**src/rtl/core/rcgmm_ram.sv**
```systemverilog
// ----------------------------------------------------------------------------
// rcgmm_ram
// Simple dual-port RAM, one write and one registered read port.
// ----------------------------------------------------------------------------
`default_nettype none

module rcgmm_ram #(
  parameter int WIDTH = 8,
  parameter int DEPTH = 2
) (
  input  wire logic                     clk,
  input  wire logic                     wr_en,
  input  wire logic [$clog2(DEPTH)-1:0] wr_addr,
  input  wire logic [WIDTH-1:0]         wr_data,
  input  wire logic                     rd_en,
  input  wire logic [$clog2(DEPTH)-1:0] rd_addr,
  output logic      [WIDTH-1:0]         rd_data
);

  logic [WIDTH-1:0] mem [DEPTH];
  logic [WIDTH-1:0] rd_data_r;

  always_ff @(posedge clk) begin
    if (wr_en) begin
      mem[wr_addr] <= wr_data;
    end
    if (rd_en) begin
      rd_data_r <= mem[rd_addr];
    end
  end

  assign rd_data = rd_data_r;

endmodule

`default_nettype wire

```
**config.mk**
```make
export PLATFORM = sky130hd
export DESIGN_NAME = rcgmm_ram
export DESIGN_NICKNAME = d
export VERILOG_FILES = /design/src/rtl/core/rcgmm_ram.sv
export SDC_FILE = /design/constraint.sdc
export NUM_CORES = 1
export LEC_CHECK = 0
export BUFFER_PORTS_ARGS = -buffer_cell sky130_fd_sc_hd__buf_2
export CORE_MARGIN = 1.5
export CORE_UTILIZATION = 30
export CTS_CLUSTER_SIZE = 24
export DETAILED_ROUTE_END_ITERATION = 8
export SYNTH_ARGS = -nofsm -noshare
export SYNTH_HDL_FRONTEND = slang
export SYNTH_SLANG_ARGS = --single-unit
```
**constraint.sdc**
```tcl
create_clock -name clk -period 1.3 [get_ports clk]
set_input_delay 0.325 -clock clk [delete_from_list [all_inputs] [get_ports clk]]
set_output_delay 0.325 -clock clk [all_outputs]
set_load 0.01 [all_outputs]
```
==> impl_metrics.py <==
metrics = {
    "sta": {
        "maxSlewViolCount": 0,
        "tightest_slew_ns": 0.364,
        "layout_min_cycle_time_ns": 1.16,
        "tns_ns": 0,
        "slew_headroom": 0.757,
        "setup_violations": 0,
        "grt_setup_unrepaired": "no",
        "finalCritPeriodShare": 0.889,
        "max_freq_mhz": 865,
        "finalHoldViolCount": 0,
        "finClkSkew_ns": 0.00553,
    },
    "clock_tree": {
        "cts_hold_buf": 0,
        "cts-resized-gates": 0,
        "clk_path_buf_depth": 2,
        "clkSlewWorstSetupHoldPaths_ns": 0.12,
        "root_buffer": "clkbuf_4",
        "numCtsBuffers": 3,
        "cts_tree": "built",
        "postCtsSetupRepairBufs": 0,
        "h-tree-depth": 1,
        "cts_sinks": 24,
        "worstSkewPairLatency_ns": 0.31,
    },
    "placement": {
        "port_buffers": 20,
        "postPlaceCellArea_um2": 1000,
        "gp_congestion": 0.646,
    },
    "logic_synthesis": {
        "ys_seq_elements": 24,
        "synthesis.area_um2": 865,
        "synth-compound-area-share": 0,
        "synth_area_per_cell_um2": 24.7,
        "synth_xor_area_frac": 0,
        "yosys.area_share.adder": 0,
        "ys_seq_area_frac": 0.834,
        "synth_top_family_by_area": "multiplexers",
        "synth-simple-area-share": 0.0145,
        "synth_cells": 35,
        "synthMuxAreaShare": 0.139,
        "yosysUniqueCellTypes": 5,
        "synth.net_count": 48,
        "ys.warnings.count": 0,
    },
    "floorplanning": {
        "initial_utilization": 0.316,
        "die_h_um": 56.7,
        "die_w_um": 56.7,
        "core_area_um2": 2730,
        "rows": 19,
        "dieArea_um2": 3210,
        "ios": 21,
    },
    "global_route": {
        "antenna_found_initial": 0,
        "grt_usage": 0.0750,
        "grt_max_degree": 14,
        "overflow": 0,
        "first_global_vias": 402,
        "grt_pass1_wl_um": 1660,
    },
    "critical_path": {
        "path_buf_inv": 1,
        "cp.arrival_ns": 0.83,
        "worstSetupPathType": "register to output port",
        "cp.required_ns": 0.98,
        "max_stage_delay_ns": 0.38,
        "crit_path_cell_trace": "buf_2",
        "crit_family": "flip-flops",
        "cp-start-kind": "register",
        "endpoint_kind": "output port",
        "crit_path_max_fanout": 1,
        "regToRegSetupSlack_ns": 0.41,
        "critical-path-slowest-cell": "edfxtp_1",
    },
    "routing": {
        "drt.antenna.violating_nets": 0,
        "dr_total_vias": 381,
        "viasPerCell": 4.23,
        "drt_pass1_iterations": 4,
        "drt_iter0_drc": 4,
        "routed_wl_um": 1040,
        "post_drt_wl_per_cell_um": 11.6,
        "drc": 0,
    },
    "pwr": {
        "ir_worst_vdd_v": 0.000711,
        "p_leak_nw": 0.398,
        "power_density_nw_per_um2": 1310,
    },
    "layout": {
        "nets": 73,
        "mostFrequentLayoutCell": "edfxtp_1",
        "final_cell_mix": "edfxtp_1, buf_2, mux2_4",
        "syn2layout_area_growth_pct": 18.7,
        "antenna_cells": 0,
        "drive_above_1_share": 0.542,
        "post-route-util": 0.375,
        "design_area_um2": 1030,
    },
    "min_path": {
        "hold_class": "primary input to register",
    },
    "status": {
        "outcome": "complete, no violations",
    },
    "job": {
        "maxCapViolations": 0,
    },
}
==> per-stage QoR <==
step,total power [W],std cells,hold WS (ns),setup WS [ns]
after floorplan,0.00101,35,0.424,0.182
after global placement,0.00105,86,0.514,0.152
after detailed placement,0.00106,86,0.519,0.135
after CTS,0.00137,90,0.182,0.121
after global routing,0.00142,90,0.169,0.0698
final,0.00134,90,0.198,0.144
==> report_power, final <==
part / leakage (nW) / switching, W / internal, W
logic: 0.154 / 0.0000478 / 0.0000608
clock network: 0.0154 / 0.000199 / 0.000112
registers: 0.228 / 0.0000122 / 0.000913
total: 0.398 / 0.000259 / 0.00109
==> metal layers <==
metal | global-route usage | vias to the layer above | wire length [µm]
li1 | - | 185 | -
met1 | 0.0631 | 176 | 380
met2 | 0.123 | 15 | 530
met3 | 0.0323 | 5 | 77
met4 | 0.0816 | 0 | 54
met5 | 0 | - | 0
==> cell families (layout without fill, tap and decap cells) <==
logic type    after synthesis  count (layout)
mux                         8               8
buf+inv                     1              25
simple gates                2               2
flops                      24              24
==> registers in the layout, summed over array words and instances (netlist names) <==
name	flops
rd_data	8
mem	16
==> cell usage after synthesis <==
cell type  instances  share of area
edfxtp_1          24           0.83
nor2b_1            1         0.0072
and2_1             1         0.0072
mux2_4             8           0.14
buf_6              1          0.013
==> worst paths after layout <==
| path | cells after the start | to | from |
|---|---|---|---|
| min | 1 | mem[1][5] | wr_data[5] |
| max reg2reg | 1 | rd_data[7] | mem[0][7] |
| max | 1 | rd_data[1] | rd_data[1] |
| min reg2reg | 1 | rd_data[1] | mem[1][1] |
==> area by class of cell <==
type / count / area (µm²)
clock buffers: 3 / 22.5
clock inverters: 1 / 3.75
fillers: 262 / 1710
multi-input cells: 10 / 133
flip-flops and latches: 24 / 721
well taps: 31 / 38.8
repair buffers: 21 / 108
(Power assumes the default switching activity.)
