[src/rtl/core/rcgmm_pkg.sv]
// ----------------------------------------------------------------------------
// rcgmm_pkg
// Shared types and constants of the run-combining group min/max table.
// ----------------------------------------------------------------------------
`default_nettype none

package rcgmm_pkg;

  localparam int BUCKET_BITS_DEF = 8;
  localparam int WAYS_DEF        = 4;

  localparam int KEY_W = 64;
  localparam int VAL_W = 64;
  // one way of a bucket row: {key, min, max}
  localparam int ENT_W = KEY_W + 2 * VAL_W;

  localparam logic KIND_EVICT = 1'b0;
  localparam logic KIND_FLUSH = 1'b1;

  typedef struct packed {
    logic [KEY_W-1:0] key;
    logic [VAL_W-1:0] min;
    logic [VAL_W-1:0] max;
    logic             kind;
    logic             last;
  } res_t;

  typedef struct packed {
    logic             evict;
    logic [KEY_W-1:0] key;
    logic [VAL_W-1:0] min;
    logic [VAL_W-1:0] max;
  } evict_t;

endpackage

`default_nettype wire

[src/rtl/core/rcgmm_obuf.sv]
// ----------------------------------------------------------------------------
// rcgmm_obuf
// Two-entry result buffer driving the output channel.
// ----------------------------------------------------------------------------
`default_nettype none

module rcgmm_obuf (
  input  wire logic                              clk,
  input  wire logic                              rst_n,
  input  wire logic                              push,
  input  wire rcgmm_pkg::res_t                   push_res,
  output logic                                   room,
  output logic                                   out_valid,
  input  wire logic                              out_stall,
  output logic      [rcgmm_pkg::KEY_W-1:0]       out_key,
  output logic      [rcgmm_pkg::VAL_W-1:0]       out_min,
  output logic      [rcgmm_pkg::VAL_W-1:0]       out_max,
  output logic                                   out_kind,
  output logic                                   out_last
);

  logic [1:0]      cnt_r, cnt_nxt;
  rcgmm_pkg::res_t slot0_r, slot0_nxt;
  rcgmm_pkg::res_t slot1_r, slot1_nxt;
  logic            pop;

  assign pop  = out_valid && !out_stall;
  assign room = (cnt_r != 2'd2);

  always_comb begin
    slot0_nxt = slot0_r;
    slot1_nxt = slot1_r;
    cnt_nxt   = cnt_r + {1'b0, push} - {1'b0, pop};
    // head refill
    if (pop && (cnt_r == 2'd2)) begin
      slot0_nxt = slot1_r;
    end else if (push && ((cnt_r == 2'd0) || (pop && (cnt_r == 2'd1)))) begin
      slot0_nxt = push_res;
    end
    if (push && (((cnt_r == 2'd1) && !pop) || ((cnt_r == 2'd2) && pop))) begin
      slot1_nxt = push_res;
    end
  end

  always_ff @(posedge clk) begin
    if (!rst_n) begin
      cnt_r <= 2'd0;
    end else begin
      cnt_r <= cnt_nxt;
    end
    slot0_r <= slot0_nxt;
    slot1_r <= slot1_nxt;
  end

  assign out_valid = (cnt_r != 2'd0);
  assign out_key   = slot0_r.key;
  assign out_min   = slot0_r.min;
  assign out_max   = slot0_r.max;
  assign out_kind  = slot0_r.kind;
  assign out_last  = slot0_r.last;

endmodule

`default_nettype wire

[config.mk]
export PLATFORM = sky130hd
export DESIGN_NAME = rcgmm_obuf
export DESIGN_NICKNAME = d
export VERILOG_FILES = /design/src/rtl/core/rcgmm_pkg.sv /design/src/rtl/core/rcgmm_obuf.sv
export SDC_FILE = /design/constraint.sdc
export NUM_CORES = 1
export LEC_CHECK = 0
export BUFFER_PORTS_ARGS = -buffer_cell sky130_fd_sc_hd__buf_2
export CORE_AREA = 2 2 171 173
export DETAILED_ROUTE_END_ITERATION = 8
export DIE_AREA = 0 0 173 175
export GPL_TIMING_DRIVEN = 0
export PLACE_DENSITY = 0.78
export SKIP_CTS_REPAIR_TIMING = 1
export SLEW_MARGIN = 20
export SYNTH_ARGS = -nofsm -noshare
export SYNTH_HDL_FRONTEND = slang
export SYNTH_SLANG_ARGS = --single-unit
[constraint.sdc]
create_clock -name clk -period 15.55 [get_ports clk]
set_clock_uncertainty 0.05 [all_clocks]
set_input_delay 3.8875 -clock clk [delete_from_list [all_inputs] [get_ports clk]]
set_output_delay 3.8875 -clock clk [all_outputs]
set_load 0.01 [all_outputs]
==> reports/metrics.csv <==
metric,value,unit
status,finished clean,
cts_tree,yes,
clock_latency,0.51,ns
synth_warnings,0,
finalNetCount,1268,
crit-reg2reg-launch,cnt_r[1],
seq_area_frac_synth,79.95,%
h-tree-depth,2,
synthTopCellsByArea,"edfxtp_1 80%, mux2_4 10%, mux2_2 7.0%",
clock_sinks,390,
finalSetupViolations,0,
startpoint_type,input pin,
hold_viol,0,
grt_pass1_vias,7879,
start_util,51.51,%
yosys-mux-area-fraction,17.51,%
final_cell_mix,"397 x buf_2, 388 x edfxtp_1, 100 x mux2_4",
slew_headroom,49.28,%
drv_cap,0,
syn_area,14620,µm²
die_width,173,µm
rows,62,
worstPathArrival,5.81,ns
grt_start_max_net_pins,48,
core,28390,µm²
synth_compound_area_share,0.2139,%
drive_gt1_share,61.37,%
synth_top_area_share,79.67,%
antenna_found_initial,3,
dpl-instance-area,17430,µm²
final_area,18620,µm²
period_minus_slack,5.652,ns
ir_drop,0.1353,mV
startpoint,push,
wl,29.96,mm
fin_crit_sh,36.35,%
ant_nets,0,
cts_max_path_buffers,3,
synthXorXnorAreaFrac,0.05989,%
use_met2,31.98,%
final_common_cell,buf_2,
synth_adder_area_share,0.08556,%
grt_util_met1,24.14,%
numCtsBuffers,40,
synth_enable_flop_cells,388,
synthDistinctLibCells,20,
rsz0062_at_grt,no,
route.detailed.drc,0,
tightest_slew,0.7596,ns
r2r_setup_slack,12.86,ns
area_growth,27.34,%
synthSimpleGateAreaFrac,0.4107,%
fp.dieH,175,µm
grtUsageTotal,19.51,%
synthArstFlopShare,0,%
hold_path.class,reg -> reg,
drv_slew,0,
path_class,in -> reg,
syn_avg_cell_area,23.55,µm²
dp_slack,9.347,ns
powerDensity,126.1,nW/µm²
synth_area_leader_cell,edfxtp_1,
worstPathRequired,15.70,ns
grt.busiest_layer,met2,
grt_overflow,0,
grt_pass1_wl,45.13,mm
clk_pin_slew_worst_paths,0.06,ns
synth_cells,621,
vias,7526,
ys.flop_type,edfxtp_1,
drt_pass1_iterations,4,
cp_max_fo,27,
reg2reg_depth,7,
gp_congestion,0.7962,
port_buffers,393,
cts-root-buf,clkbuf_16,
ys_seq_elements,390,
worstReg2RegEnd,out_key[11],
die-area,30280,µm²
dr.first_iter.drc_count,463,
synth_top_family_by_area,multiplexers,
finalWorstSetupSlack,9.898,ns
crit_end,out_key[11],
end_kind,flop,
io_pins,394,
use_met3,6.897,%
leakagePower,7.189,nW
hpwl,21.01,mm
fmax,176.9,MHz
routedWlPerCell,20.25,µm
vias_per_cell,5.085,
synth_nets,820,
fillCellCount,1926,
-- routing by layer --
metal	wire, µm	up-vias
met1	11580	3682
met3	3002	76
met4	956	4
met2	14410	364
li1	-	3400
met5	23	-
-- state kept, by name (all words and copies together) (netlist names) --
register,count
out_max,64
out_min,64
out_key,64
slot1_r,194
cnt_r,2
out_last,1
out_kind,1
-- worst max-delay path, cell delays in order --
cell	delay, ns
buf_2	0.12
inv_1	0.08
o21ai_0	0.31
o2bb2ai_4	0.40
buf_16	0.24
buf_16	0.18
buf_16	0.17
buf_16	0.18
buf_12	0.20
-- cells by family (layout without fill, tap and decap cells) --
logic type | count (synthesis) | in the layout
xor+xnor | 1 | 1
other cells | 0 | 1
compound gates | 5 | 5
flops | 390 | 390
simple gates | 7 | 7
buf+inv | 23 | 497
fa+ha+maj | 1 | 1
mux | 194 | 194
-- final cells by class --
type	instances	area [µm²]	area share (%)
flip-flops and latches	390	11690	62.78
multi-input cells	208	2699	14.49
clock buffers	46	1045	5.610
inverters	2	7.507	0.04031
diodes	1	2.502	0.01344
repair buffers	406	2295	12.32
plain buffers	21	252.7	1.357
well taps	384	480.5	2.580
clock inverters	22	150.1	0.8062
-- power by group --
| group | switching [mW] | internal [mW] |
|---|---|---|
| Combinational | 0.114 | 0.102 |
| Sequential | 0.0166 | 1.24 |
| Clock | 0.367 | 0.511 |
| Total | 0.497 | 1.85 |
-- how the worst min path moves through the flow --
| stage | start | to | cells past startpoint |
|---|---|---|---|
| 2_1_floorplan | slot1_r[142] | out_key[12] | 1 |
| 3_3_place_gp | slot1_r[142] | out_key[12] | 1 |
| 3_5_place_dp | slot1_r[142] | out_key[12] | 1 |
| 4_1_cts | slot1_r[142] | out_key[12] | 1 |
| 5_1_grt | slot1_r[142] | out_key[12] | 1 |
| 6_report | slot1_r[142] | out_key[12] | 1 |
-- synth_stat cells (2+ instances only) --
library cell / instances
buf_2: 4
o21ai_0: 3
inv_1: 2
mux2_1: 3
mux2_4: 100
dfxtp_1: 2
buf_6: 6
buf_8: 11
and2_1: 2
mux2_2: 91
edfxtp_1: 388
-- per-stage QoR --
stage          util, %  power, mW  setup TNS, ns  cells  hold WS [ns]
4_1_cts          65.58      2.376              0   1479        0.4889
3_5_place_dp     61.37      1.495              0   1411        0.4716
3_3_place_gp     60.13      1.503        -628.48   1398        0.4622
2_1_floorplan        -      1.394              0    621        0.4583
6_report         65.59      2.349              0   1480        0.4853
5_1_grt          65.59      2.430              0   1480        0.5004
(Power assumes the default switching activity.)
