<file path="src/rtl/core/rcgmm_pkg.sv">
// ----------------------------------------------------------------------------
// rcgmm_pkg
// Shared types and constants of the run-combining group min/max table.
// ----------------------------------------------------------------------------
`default_nettype none

package rcgmm_pkg;

  localparam int BUCKET_BITS_DEF = 8;
  localparam int WAYS_DEF        = 4;

  localparam int KEY_W = 64;
  localparam int VAL_W = 64;
  // one way of a bucket row: {key, min, max}
  localparam int ENT_W = KEY_W + 2 * VAL_W;

  localparam logic KIND_EVICT = 1'b0;
  localparam logic KIND_FLUSH = 1'b1;

  typedef struct packed {
    logic [KEY_W-1:0] key;
    logic [VAL_W-1:0] min;
    logic [VAL_W-1:0] max;
    logic             kind;
    logic             last;
  } res_t;

  typedef struct packed {
    logic             evict;
    logic [KEY_W-1:0] key;
    logic [VAL_W-1:0] min;
    logic [VAL_W-1:0] max;
  } evict_t;

endpackage

`default_nettype wire

</file>
<file path="src/rtl/core/rcgmm_row_upd.sv">
// ----------------------------------------------------------------------------
// rcgmm_row_upd
// Merges a finished run into one bucket row: hit, fill or evict-and-shift.
// ----------------------------------------------------------------------------
`default_nettype none

module rcgmm_row_upd #(
  parameter int WAYS = rcgmm_pkg::WAYS_DEF
) (
  input  wire logic [WAYS*rcgmm_pkg::ENT_W+$clog2(WAYS+1)-1:0] row_in,
  input  wire logic [rcgmm_pkg::KEY_W-1:0]                     run_key,
  input  wire logic [rcgmm_pkg::VAL_W-1:0]                     run_min,
  input  wire logic [rcgmm_pkg::VAL_W-1:0]                     run_max,
  output logic      [WAYS*rcgmm_pkg::ENT_W+$clog2(WAYS+1)-1:0] row_out,
  output rcgmm_pkg::evict_t                                    ev
);

  localparam int CNT_W = $clog2(WAYS + 1);
  localparam int ENT_W = rcgmm_pkg::ENT_W;
  localparam int KEY_W = rcgmm_pkg::KEY_W;
  localparam int VAL_W = rcgmm_pkg::VAL_W;
  localparam int ROW_W = WAYS * ENT_W + CNT_W;

  logic [CNT_W-1:0] cnt;
  logic [WAYS-1:0]  hit;
  logic             full;
  logic [ENT_W-1:0] way_q [WAYS];
  logic [ENT_W-1:0] run_ent;

  assign cnt     = row_in[ROW_W-1 -: CNT_W];
  assign full    = (cnt == CNT_W'(WAYS));
  assign run_ent = {run_key, run_min, run_max};

  // all ways compared at once; valid ways are a prefix of length cnt
  always_comb begin
    for (int i = 0; i < WAYS; i++) begin
      way_q[i] = row_in[i*ENT_W +: ENT_W];
      hit[i]   = (CNT_W'(i) < cnt) && (way_q[i][ENT_W-1 -: KEY_W] == run_key);
    end
  end

  always_comb begin
    row_out  = row_in;
    ev       = '0;
    ev.key   = way_q[WAYS-1][ENT_W-1 -: KEY_W];
    ev.min   = way_q[WAYS-1][2*VAL_W-1 -: VAL_W];
    ev.max   = way_q[WAYS-1][VAL_W-1:0];
    if (|hit) begin
      for (int i = 0; i < WAYS; i++) begin
        if (hit[i]) begin
          if (way_q[i][2*VAL_W-1 -: VAL_W] > run_min) begin
            row_out[i*ENT_W + VAL_W +: VAL_W] = run_min;
          end
          if (way_q[i][VAL_W-1:0] < run_max) begin
            row_out[i*ENT_W +: VAL_W] = run_max;
          end
        end
      end
    end else if (!full) begin
      for (int i = 0; i < WAYS; i++) begin
        if (CNT_W'(i) == cnt) begin
          row_out[i*ENT_W +: ENT_W] = run_ent;
        end
      end
      row_out[ROW_W-1 -: CNT_W] = cnt + CNT_W'(1);
    end else begin
      ev.evict = 1'b1;
      for (int i = WAYS - 1; i > 0; i--) begin
        row_out[i*ENT_W +: ENT_W] = way_q[i-1];
      end
      row_out[0 +: ENT_W] = run_ent;
    end
  end

endmodule

`default_nettype wire

</file>
<file path="config.mk">
export PLATFORM = sky130hd
export DESIGN_NAME = rcgmm_row_upd
export DESIGN_NICKNAME = d
export VERILOG_FILES = /design/src/rtl/core/rcgmm_pkg.sv /design/src/rtl/core/rcgmm_row_upd.sv
export SDC_FILE = /design/constraint.sdc
export NUM_CORES = 2
export LEC_CHECK = 0
export ABC_AREA = 1
export BUFFER_PORTS_ARGS = -buffer_cell sky130_fd_sc_hd__buf_2
export CELL_PAD_IN_SITES_DETAIL_PLACEMENT = 1
export CELL_PAD_IN_SITES_GLOBAL_PLACEMENT = 1
export CORE_AREA = 3 3 740 742
export DETAILED_ROUTE_END_ITERATION = 12
export DIE_AREA = 0 0 743 745
export GPL_TIMING_DRIVEN = 1
export PLACE_DENSITY_LB_ADDON = 0.1
export SETUP_SLACK_MARGIN = 0.3
export SLEW_MARGIN = 20
export SYNTH_ARGS = -nofsm -noshare
export SYNTH_HDL_FRONTEND = slang
export SYNTH_SLANG_ARGS = --single-unit
</file>
<file path="constraint.sdc">
create_clock -name vclk -period 2.55
set_input_delay 0.1275 -clock vclk [all_inputs]
set_output_delay 0.1275 -clock vclk [all_outputs]
set_load 0.01 [all_outputs]
</file>
==> summary.md <==
| Metric | Value |
|---|---|
| Final setup TNS | `-427830 ps` |
| Placed Instances | `around 21000` |
| Post-synthesis instance total | `10348` |
| Cell-by-cell trace of the critical path | `buf_4 -> inv_2 -> buf_4 -> ha_4 -> nand2_1 -> inv_1 -> o21bai_4 -> nand3_2 -> buf_6 -> nor2_4 -> nand4_1 -> nor2_4 -> buf_6 -> buf_6 -> nand2_8 -> buf_16 -> buf_12 -> buf_6 -> nand2_2 -> nand3_2 -> nand2_2 -> buf_6` |
| Top-level I/O count | `1927` |
| Most frequent cells in the layout | `sky130_fd_sc_hd__nand2_1, sky130_fd_sc_hd__buf_4, sky130_fd_sc_hd__buf_2` |
| Worst setup timing slack at the placement stage | `-1960 ps` |
| Total GRT Usage | `22.7%` |
| Max IR drop VDD | `86.2 uV` |
| Crit path capture type | `output port` |
| Area of the mapped netlist | `0.0500 mm2` |
| Number of antenna violations at the first check in global routing | `243` |
| Leakage power summed over all cells | `52.7 nW` |
| Kind of path behind the tightest hold check | `input pin to output port` |
| Peak Freq | `273 MHz` |
| Final ANT Viol Nets | `0` |
| Fill cell count | `66989` |
| Effective utilization at floorplan | `9.24%` |
| Worst-case hold slack | `~500 ps` |
| Most common cell after layout, fill and taps aside | `sky130_fd_sc_hd__nand2_1` |
| Average size of a mapped cell | `4.83 um2` |
| Vert. Die Dim | `around 750 um` |
| Synth Warn # | `0` |
| Placement Cell Area | `0.0884 mm2` |
| Total nets after synthesis | `about 12000` |
| Placer congestion estimate | `~0.9` |
| Fraction of layout cells with a size suffix above 1 | `roughly 46%` |
| PnR Total Power | `20.3 mW` |
| Relative slew margins | `approximately half` |
| Grt ovf | `0` |
| Max stage delay cell, worst path | `sky130_fd_sc_hd__nand4_1` |
| End-of-flow core utilization | `between 15 and 20%` |
| CP Launch Type | `input pin` |
| Site Rows | `270` |
| Worst-path fanout max | `6` |
| Routed length per instance | `31.4 um` |
| Arrival time of data at the critical path endpoint | `approximately 3500 ps` |
| Number of nets in the layout | `15890` |
| Vias in the first global route | `88413` |
| Final period util | `144%` |
| PwrDens | `191 mW/mm2` |
| Die area | `roughly 0.55 mm2` |
| Final worst slack | `-1110 ps` |
| Post-synthesis sequential area ratio | `0%` |
| Number of different library cells in the post-synthesis netlist | `43` |
| Number of detailed-route iterations in the first pass | `5` |
| Post-detailed-route DRC marker count | `0` |
| # setup viols final | `around 770` |
| Max Cap Violations | `0` |
| Worst path top cell family by delay | `simple AND/OR/NAND/NOR gates` |
| Count of final max-slew check failures | `0` |
| Number of non-filler instances in the completed layout | `21723` |
| Area grow syn2layout | `113%` |
| Outcome | `complete, but fails checks` |
| Maximum number of pins on one net before global-route repair | `55` |
| Buffers added on ports | `1927` |
| Transition at the pin with the smallest max-transition slack | `723 ps` |
| Largest incremental delay on the critical path | `600 ps` |
| Area share of the leading cell type in the synthesized netlist | `29.8%` |
| Via density per instance | `4.06` |
| Global-route wire length before repair | `856000 um` |
| Final WL | `681000 um` |
| RSZ-0062 raised after global routing | `yes` |
| Violated checks | `setup timing` |
| Final sequential cell count | `0` |
| Cell mode on critical path | `sky130_fd_sc_hd__buf_6` |
| Number of hold-slack violations in the final timing report | `0` |
| Final critical delay including setup and external delays | `3660 ps` |
| Worst setup path category | `input pin to output port` |
| Cells taking the most area after synthesis | `sky130_fd_sc_hd__nand2_1, sky130_fd_sc_hd__o21ai_0, sky130_fd_sc_hd__ha_1` |
| Biggest area consumer among synthesized cells | `sky130_fd_sc_hd__nand2_1` |
| HPWL after DPL | `581000 um` |
| Number of violations reported at the end of detailed-routing iteration 0 | `5458` |
| Critical path data required time | `2420 ps` |
| Std-Cell Core Area | `around 0.54 mm2` |
| Clock buffer instance count of the final layout | `0` |
| FF/Latch Area | `0 um2` |
| Post-layout instance area | `0.107 mm2` |
| Via Count | `88186` |
| Overall die width | `743 um` |
| Worst path buffer plus inverter count | `11` |
==> layer usage <==
layer / up-vias / global-route usage [%] / part of all wire, % / routed length, um
met2: 2413 / 39.5 / 47 / 323000
li1: 41696 / - / - / -
met3: 486 / 3.65 / 5.0 / 33700
met4: 116 / 3.66 / 2.2 / 14700
met5: - / 0 / 0.12 / 793
met1: 43475 / 29.8 / 45 / 309000
==> layout make-up <==
type	count	area (um2)	area share, %
Inverter	1053	4090	3.83
Multi-Input combinational cell	8441	50800	47.7
Antenna cell	101	253	0.237
Tap cell	7208	9020	8.46
Timing Repair Buffer	4920	42400	39.8
==> cells in the mapped netlist, types with 5 or more instances <==
library cell	count
sky130_fd_sc_hd__xnor2_1	66
sky130_fd_sc_hd__ha_1	511
sky130_fd_sc_hd__buf_4	240
sky130_fd_sc_hd__o211ai_1	6
sky130_fd_sc_hd__buf_6	57
sky130_fd_sc_hd__nand4_1	90
sky130_fd_sc_hd__nor4_1	10
sky130_fd_sc_hd__o21bai_1	5
sky130_fd_sc_hd__a21oi_1	382
sky130_fd_sc_hd__a31oi_1	8
sky130_fd_sc_hd__nand2_2	8
sky130_fd_sc_hd__inv_2	55
sky130_fd_sc_hd__and2_1	10
sky130_fd_sc_hd__or2_2	6
sky130_fd_sc_hd__buf_2	134
sky130_fd_sc_hd__nand3b_1	18
sky130_fd_sc_hd__o221ai_1	19
sky130_fd_sc_hd__o21ai_0	1372
sky130_fd_sc_hd__nand3_1	1230
sky130_fd_sc_hd__nor2_2	6
sky130_fd_sc_hd__clkbuf_1	368
sky130_fd_sc_hd__xor2_1	25
sky130_fd_sc_hd__a21o_1	6
sky130_fd_sc_hd__nor3_1	37
sky130_fd_sc_hd__buf_1	48
sky130_fd_sc_hd__inv_1	998
sky130_fd_sc_hd__nand2_1	3965
sky130_fd_sc_hd__o21a_1	18
sky130_fd_sc_hd__and3_1	5
sky130_fd_sc_hd__o21ai_1	126
sky130_fd_sc_hd__nor2_1	498
==> kinds of logic (layout without fill, tap and decap cells) <==
kind of cell | after synthesis | after routing | synth area share, %
XOR/XNOR | 91 | 91 | 1.59
other | 0 | 101 | 0
buffers and inverters | 1907 | 5973 | 17.4
adder cells (fa/ha/maj) | 511 | 511 | 12.8
AND/OR/NAND/NOR | 5895 | 5895 | 48.4
AO/OA/AOI/OAI | 1944 | 1944 | 19.8
==> report_power, final <==
group          internal, mW  total (mW)  switching, mW
registers                 0           0              0
logic                  8.11        20.3           12.2
clock network    0.00000437  0.00000437              0
total                  8.11        20.3           12.2
==> path summary, 6_finish.rpt <==
check                        from           to  slack, ps  depth (start not counted)
worst max-delay path  run_max[61]  row_out[13]      -1110                         22
worst min-delay path  row_in[577]        ev[1]        500                          2
==> what timing repair did <==
action                      CTS  global route
cloned                       31            56
gates resized for setup    1280          1791
pin swaps                   250           563
hold buffers                  0             0
setup endpoints to repair   772           772
buffers inserted             90           188
(Power assumes the default switching activity.)
